## src/assert_macros.svh

```systemverilog
// Assertion macros shared by the positional PID step RTL.
`ifndef ASSERT_MACROS_SVH
`define ASSERT_MACROS_SVH

`ifndef SYNTHESIS

// Same-cycle implication: whenever ante holds, cons holds as well.
`define ASSERT_IMPLY(label, clk, rst, ante, cons) \
   label: assert property (@(posedge clk) disable iff (rst) (ante) |-> (cons)) \
      else $error("assertion failed: same-cycle implication");

// Next-cycle implication: whenever ante holds, cons holds in the following cycle.
`define ASSERT_NEXT(label, clk, rst, ante, cons) \
   label: assert property (@(posedge clk) disable iff (rst) (ante) |=> (cons)) \
      else $error("assertion failed: next-cycle implication");

`else

`define ASSERT_IMPLY(label, clk, rst, ante, cons)
`define ASSERT_NEXT(label, clk, rst, ante, cons)

`endif

`endif

```

## src/pps_pkg.sv

```systemverilog
// Shared types and constants of the positional PID step block.
package pps_pkg;

   localparam int unsigned Q_FRAC    = 16;
   localparam int unsigned DIV_STEPS = 32;
   localparam int unsigned DIV_CNT_W = $clog2(DIV_STEPS);

   localparam logic signed [31:0] SETPOINT_RESET = 32'sd6553600;
   localparam logic [63:0]        DER_LIMIT      = 64'h0001_0000_0000_0000;

   localparam int unsigned CSR_IDX_W = 2;

   typedef enum logic [CSR_IDX_W-1:0] {
      CSR_SETPOINT = 2'd0,
      CSR_GAIN_P   = 2'd1,
      CSR_GAIN_I   = 2'd2,
      CSR_GAIN_D   = 2'd3
   } pps_csr_idx_type;

   typedef struct packed {
      logic signed [31:0] measured;
      logic [30:0]        step_int;
      logic [30:0]        step_deriv;
   } pps_req_type;

   typedef struct packed {
      logic signed [31:0] drive;
      logic               saturated;
      logic               zero_step;
   } pps_rsp_type;

   typedef struct packed {
      logic capture;
      logic mul_i;
      logic mul_th;
      logic mul_tl;
      logic mul_p;
      logic mul_d;
      logic div_load;
      logic der_load;
      logic out_load;
   } pps_cmd_type;

   typedef struct packed {
      logic zero_step;
      logic div_done;
   } pps_status_type;

endpackage

```

## src/pps_ctrl.sv

```systemverilog
// Sequencing state machine of the positional PID step block.
`include "assert_macros.svh"

module pps_ctrl
   import pps_pkg::*;
(
   input  logic           clock,
   input  logic           reset,
   input  logic           req_valid,
   output logic           req_stall,
   output logic           rsp_valid,
   input  logic           rsp_stall,
   input  pps_status_type status,
   output pps_cmd_type    cmd
);

   typedef enum logic [9:0] {
      S_IDLE  = 10'b00_0000_0001,
      S_MI    = 10'b00_0000_0010,
      S_MTH   = 10'b00_0000_0100,
      S_MTL   = 10'b00_0000_1000,
      S_MP    = 10'b00_0001_0000,
      S_MD    = 10'b00_0010_0000,
      S_DINIT = 10'b00_0100_0000,
      S_DIV   = 10'b00_1000_0000,
      S_DER   = 10'b01_0000_0000,
      S_OUT   = 10'b10_0000_0000
   } pps_state_type;

   pps_state_type state_ff, state_in;
   logic          rsp_valid_ff, rsp_valid_in;
   logic          out_free;

   assign out_free  = !rsp_valid_ff || !rsp_stall;
   assign req_stall = (state_ff != S_IDLE);
   assign rsp_valid = rsp_valid_ff;

   always_comb begin
      cmd          = '0;
      state_in     = state_ff;
      case (state_ff)
         S_IDLE: begin
            if (req_valid) begin
               cmd.capture = 1'b1;
               state_in    = S_MI;
            end
         end
         S_MI: begin
            cmd.mul_i = 1'b1;
            state_in  = S_MTH;
         end
         S_MTH: begin
            cmd.mul_th = 1'b1;
            state_in   = S_MTL;
         end
         S_MTL: begin
            cmd.mul_tl = 1'b1;
            state_in   = S_MP;
         end
         S_MP: begin
            cmd.mul_p = 1'b1;
            state_in  = S_MD;
         end
         S_MD: begin
            cmd.mul_d = 1'b1;
            state_in  = S_DINIT;
         end
         S_DINIT: begin
            cmd.div_load = 1'b1;
            state_in     = status.zero_step ? S_OUT : S_DIV;
         end
         S_DIV: begin
            if (status.div_done) begin
               state_in = S_DER;
            end
         end
         S_DER: begin
            cmd.der_load = 1'b1;
            state_in     = S_OUT;
         end
         S_OUT: begin
            if (out_free) begin
               cmd.out_load = 1'b1;
               state_in     = S_IDLE;
            end
         end
         default: begin
            state_in = S_IDLE;
         end
      endcase
   end

   always_comb begin
      if (cmd.out_load) begin
         rsp_valid_in = 1'b1;
      end else begin
         rsp_valid_in = rsp_valid_ff && rsp_stall;
      end
   end

   always_ff @(posedge clock) begin
      if (reset) begin
         state_ff     <= S_IDLE;
         rsp_valid_ff <= 1'b0;
      end else begin
         state_ff     <= state_in;
         rsp_valid_ff <= rsp_valid_in;
      end
   end

   `ASSERT_IMPLY(a_load_into_free_slot, clock, reset, cmd.out_load, out_free)
   `ASSERT_IMPLY(a_div_only_nonzero_step, clock, reset, state_ff == S_DIV, !status.zero_step)

endmodule

```

## config.mk

```make
export PLATFORM = sky130hd
export DESIGN_NAME = pps_ctrl
export DESIGN_NICKNAME = d
export VERILOG_FILES = /design/src/pps_pkg.sv /design/src/pps_ctrl.sv
export VERILOG_INCLUDE_DIRS = /design/src /design/src/src
export SDC_FILE = /design/constraint.sdc
export NUM_CORES = 1
export LEC_CHECK = 0
export ABC_AREA = 1
export BUFFER_PORTS_ARGS = -buffer_cell sky130_fd_sc_hd__buf_2
export CORE_MARGIN = 2
export CORE_UTILIZATION = 29
export CTS_CLUSTER_DIAMETER = 200
export DETAILED_ROUTE_END_ITERATION = 10
export PLACE_DENSITY = 0.59
export SYNTH_ARGS = -nofsm -noshare
export SYNTH_HDL_FRONTEND = slang
export SYNTH_SLANG_ARGS = --single-unit
```

## constraint.sdc

```tcl
create_clock -name clock -period 1.5 [get_ports clock]
set_input_delay 0.3 -clock clock [delete_from_list [all_inputs] [get_ports clock]]
set_output_delay 0.3 -clock clock [all_outputs]
set_load 0.005 [all_outputs]
```

## Word level (Yosys, flattened, before mapping)

Index checks and enable logic that the tools add are counted.

| storage, ports and cells | value |
|---|---|
| register bits | 11 |
| input bits | 6 |
| output and inout bits | 11 |
| logic and storage cells | 38 |

| operators by class | value |
|---|---|
| equal/unequal tests | 14 |
| multiplexer cells | 17 |
| reduce and logical (&&, ||, !) cells | 5 |

Operators by type and width:

| kind | count |
|---|---|
| $pmux 10 s10 | 1 |
| $mux 10 | 4 |
| $mux 1 | 12 |
| $eq 10x1->1 const B | 1 |
| $eq 10x10->1 const B | 1 |
| $eq 10x2->1 const B | 1 |
| $eq 10x3->1 const B | 1 |
| $eq 10x4->1 const B | 1 |
| $eq 10x5->1 const B | 1 |
| $eq 10x6->1 const B | 1 |
| $eq 10x7->1 const B | 1 |
| $eq 10x8->1 const B | 1 |
| $eq 10x9->1 const B | 1 |
| $ne 10x1->1 const B | 1 |
| $ne 2x2->1 const B | 3 |
| $reduce_and 3->1 | 1 |
| $logic_not 1->1 | 2 |
| $logic_and 1x1->1 | 1 |
| $logic_or 1x1->1 | 1 |

## Logic depth before layout (Yosys ltp)

| logic depth | value |
|---|---|
| depth after elaboration | 5 |
| mapped depth | 8 |
| mapped depth without buffers | 8 |

## Least setup slack after synthesis

OpenSTA, ideal clock, no wires.

| path | value |
|---|---|
| path kind | reg2out |
| start point | reg state_ff[2] |
| end point | out cmd[8] (netlist bit) |
| data arrival time | 0.877 ns |
| data required time | 1.200 ns |
| path slack | 0.323 ns |
| stages on the path, launching flop included | 6 |
| buffers on the path | 0 |
| cell sequence | dfxtp_1 -> nor2_4 -> nand2_2 -> nor2_2 -> nand2_2 -> nor2_1 |

RTL lines:

| item | line | text |
|---|---|---|
| start, declared | pps_ctrl.sv:30 | `pps_state_type state_ff, state_in;` |
| start signal, assigned | pps_ctrl.sv:106 | `state_ff <= state_in;` |
| end, declared | pps_ctrl.sv:14 | `output pps_cmd_type cmd` |

==> reports/qor.tcl <==
set qor(status) {complete, but fails checks}
set qor(violations) {negative setup slack}
set qor(die_area_um2) 2802
set qor(max_freq_ghz) 0.6286
set qor(design.final.nets) 148
set qor(final_setup_fails) 9
set qor(total_leakage_power_uw) 0.0005828
set qor(detail_routed_net_length_per_standard_cell_um) 10.14
set qor(synth_area_leader_cell) {sky130_fd_sc_hd__dfxtp_1}
set qor(htreeDepth) 1
set qor(hold_depth) 4
set qor(worstReg2RegEnd) {state_ff[0]$_SDFFE_PP1P_}
set qor(critPathArrivalTime_ns) 1.29
set qor(start_util_pct) 31.09
set qor(drt_pre_antenna_iters) 4
set qor(fp.coreArea_um2) 2233
set qor(number_of_vias_after_detailed_routing) 711
set qor(detail_route.wirelength_mm) 1.713
set qor(synth_compound_gate_area_share_pct) 2.883
set qor(start_kind) {flip-flop}
set qor(worstPathCellList) {nor2_4, nand2_4, nor2_4, nand2_2, nor2_1, buf_2}
set qor(power.share.switching_pct) 33.64
set qor(antenna_cells_inserted) 0
set qor(routabilityCongestion) 0.9156
set qor(yosysTopAreaCellShare_pct) 31.71
set qor(crit-reg2reg-launch) {state_ff[7]$_SDFFE_PP0P_}
set qor(crit_type) {reg -> out}
set qor(grt_pass1_vias) 678
set qor(p_int_uw) 512.6
set qor(max_stage_delay_ns) 0.34
set qor(global_route_wire_length_before_repair_mm) 2.718
set qor(die_width_um) 52.94
set qor(tritoncts) {built}
set qor(hold-worst-slack_ns) 0.2883
set qor(hpwl_mm) 1.157
set qor(worst_skew_late_latency_ns) 0.28
set qor(synth_warnings) 0
set qor(most_frequent_standard_cell_in_the_layout_excluding_fill_and_tap_cells) {sky130_fd_sc_hd__inv_1}
set qor(layout-drive-gt1-share_pct) 47.52
set qor(drc_errors) 0
set qor(timing.final.ws_setup_ns) -0.09087
set qor(cts_hold_buf) 0
set qor(worst_ep_required_time_ns) 1.20
set qor(mostFrequentLayoutCells) {sky130_fd_sc_hd__inv_1 (24), sky130_fd_sc_hd__nand2_1 (18), sky130_fd_sc_hd__nor2_1 (15), sky130_fd_sc_hd__buf_2 (15), sky130_fd_sc_hd__buf_4 (15)}
set qor(cp-end-kind) {output port}
set qor(timing.final.crit_period_ns) 1.591
set qor(detail_route.iter0.violations) 7
set qor(synth_top_family_by_area) {simple AND/OR/NAND/NOR gates}
set qor(globalRouteTotalUtil_pct) 13.80
set qor(clock_skew_ns) 0.003619
set qor(drt-vias-per-instance) 4.207
set qor(synth.yosys.seq_area_share_pct) 31.71
set qor(vdd.ir_drop.worst_mv) 0.4631
set qor(seqPwrFrac_pct) 41.2
set qor(cts-root-to-sink-buffers) 2
set qor(min_delay_worst_endpoint) {state_ff[7]$_SDFFE_PP0P_}
set qor(worstMarginPinSlew_ns) 0.2481
set qor(synth.ff_latch_count) 11
set qor(ant_nets) 0
set qor(ioPinCount) 17
set qor(timing.final.hold_violations) 0
set qor(syn-num-nets) 113
set qor(cts_made_buffers) 3
set qor(relative_contribution_of_combinational_cells_to_total_power_pct) 31.2
set qor(net_switching_component_of_the_power_uw) 259.9
set qor(synth_simple_gate_area_share_pct) 51.35
set qor(cap_viol_max_count) 0
set qor(ctsRootBufferMaster) {sky130_fd_sc_hd__clkbuf_4}
set qor(path_common_cell) {sky130_fd_sc_hd__nor2_4}
set qor(clockPowerShare_pct) 27.6
set qor(timing.hold.worst.class) {in -> reg}
set qor(synthMuxAreaShare_pct) 0
set qor(die_y_um) 52.94
set qor(relSlewSlack_pct) 83.40
set qor(synth_area_per_cell_um2) 6.490
set qor(ys_types) 17
set qor(numPortBuffers) 16
set qor(synth_xor_xnor_area_share_pct) 0
set qor(critPathSlowestCell) {sky130_fd_sc_hd__dfxtp_2}
set qor(synth-adder-area-share_pct) 0
set qor(clock-sinks) 11
set qor(mappedNetlistArea_um2) 694.4
set qor(worst-r2r-setup-slack_ns) 0.11
set qor(syn_inst) 107
set qor(floorplan.rows) 17
set qor(power_density_nw_per_um2) 766.9
set qor(worstHoldStart) {status[1]}
set qor(critical_path.max_fanout) 3
set qor(grt_overflow) 0
set qor(number_of_max_slew_violations_in_the_final_report) 0
set qor(rsz_0062_raised_after_global_routing) {true}
set qor(antenna_violations_before_repair) 0
set qor(cts.clk_slew.worst_paths_ns) 0.08
set qor(postLayoutCoreUtil_pct) 45.10
set qor(post_synth_main_area_contributors) {sky130_fd_sc_hd__dfxtp_1 (32%), sky130_fd_sc_hd__inv_1 (14%), sky130_fd_sc_hd__nand2_1 (11%), sky130_fd_sc_hd__nor2_1 (9.2%), sky130_fd_sc_hd__nor2_4 (6.5%)}
set qor(grt_max_degree) 11
set qor(areaGrowthSynthToFinish_pct) 45.05
set qor(final.period_utilization_pct) 106.1
set qor(reg2reg_depth) 10
state kept, by name (all words and copies together) (netlist names):
register and flops:
state_ff 10, rsp_valid 1
how the worst max path moves through the flow:
stage                             startpoint      to  slack, ns  cells after the start
finish              state_ff[5]$_SDFFE_PP0P_  cmd[0]      -0.09                      6
CTS                 state_ff[5]$_SDFFE_PP0P_  cmd[0]      -0.09                      6
detailed placement  state_ff[2]$_SDFFE_PP0P_  cmd[8]       0.17                      6
global placement    state_ff[7]$_SDFFE_PP0P_  cmd[6]       0.16                      6
floorplan           state_ff[2]$_SDFFE_PP0P_  cmd[8]       0.32                      5
global route        state_ff[5]$_SDFFE_PP0P_  cmd[0]      -0.15                      6
cell usage after synthesis:
master,count
sky130_fd_sc_hd__inv_1,25
sky130_fd_sc_hd__nand2_1,21
sky130_fd_sc_hd__nor2_1,17
sky130_fd_sc_hd__dfxtp_1,11
sky130_fd_sc_hd__nor3_1,7
sky130_fd_sc_hd__nand2_2,5
sky130_fd_sc_hd__nor2_2,4
sky130_fd_sc_hd__nor2_4,4
sky130_fd_sc_hd__nand3_2,3
sky130_fd_sc_hd__a21oi_1,2
sky130_fd_sc_hd__nand4_1,2
sky130_fd_sc_hd__and2_1,1
sky130_fd_sc_hd__buf_1,1
sky130_fd_sc_hd__nand3_4,1
sky130_fd_sc_hd__nand3b_2,1
sky130_fd_sc_hd__o21ai_0,1
sky130_fd_sc_hd__o21ai_1,1
worst max-delay path: cells and delay by family (launching register included):
kind / cells / cell delay [ns]
flops: 1 / 0.34
simple gates: 5 / 0.56
buf+inv: 1 / 0.11
per-stage QoR:
stage / setup TNS [ns] / std cells / instance area, um^2 / power [uW] / setup slack [ns]
floorplan: 0 / 107 / 694.4 / 468.0 / 0.3234
global placement: 0 / 150 / 805.8 / 514.4 / 0.1578
detailed placement: 0 / 150 / 805.8 / 516.6 / 0.1679
CTS: -0.5381 / 165 / 962.2 / 765.8 / -0.08959
global route: -1.192 / 169 / 1007 / 823.9 / -0.1519
finish: -0.4541 / 169 / 1007 / 772.4 / -0.09087
per-layer routing:
layer / GRT usage [%] / share of wire (%) / vias up
li1: - / - / 383
met2: 24.17 / 53 / 9
met4: 8.974 / 2.7 / 0
met5: 0 / 0 / -
met1: 15.05 / 42 / 314
met3: 2.542 / 2.2 / 5
cells by family after synthesis:
family                 Yosys count
AOI/OAI and AO/OA                4
buffers and inverters           26
and+or+nand+nor                 66
DFF                             11
cell type report:
class | instances | area, um^2
repair buffers | 31 | 198.9
fillers | 229 | 1226
clock buffers | 3 | 22.52
clock inverters | 1 | 5.005
inverters | 25 | 93.84
flip-flops and latches | 11 | 232.7
well taps | 28 | 35.03
multi-input cells | 70 | 419.2
timing repair:
item | in CTS | in global routing
endpoints found under the hold margin | 0 | 0
buffers inserted | 11 | 4
endpoints found under the setup margin | 10 | 10
pin swaps | 13 | 5
resized for setup | 17 | 5
power groups by stage:
stage	clock, uW	combinational, uW	sequential (uW)
after floorplan	0	146	322
after global placement	0	191	323
after detailed placement	0	193	324
after CTS	221	229	315
after global routing	233	272	319
final	213	241	318
No activity file was read; power rests on OpenSTA's default activity.
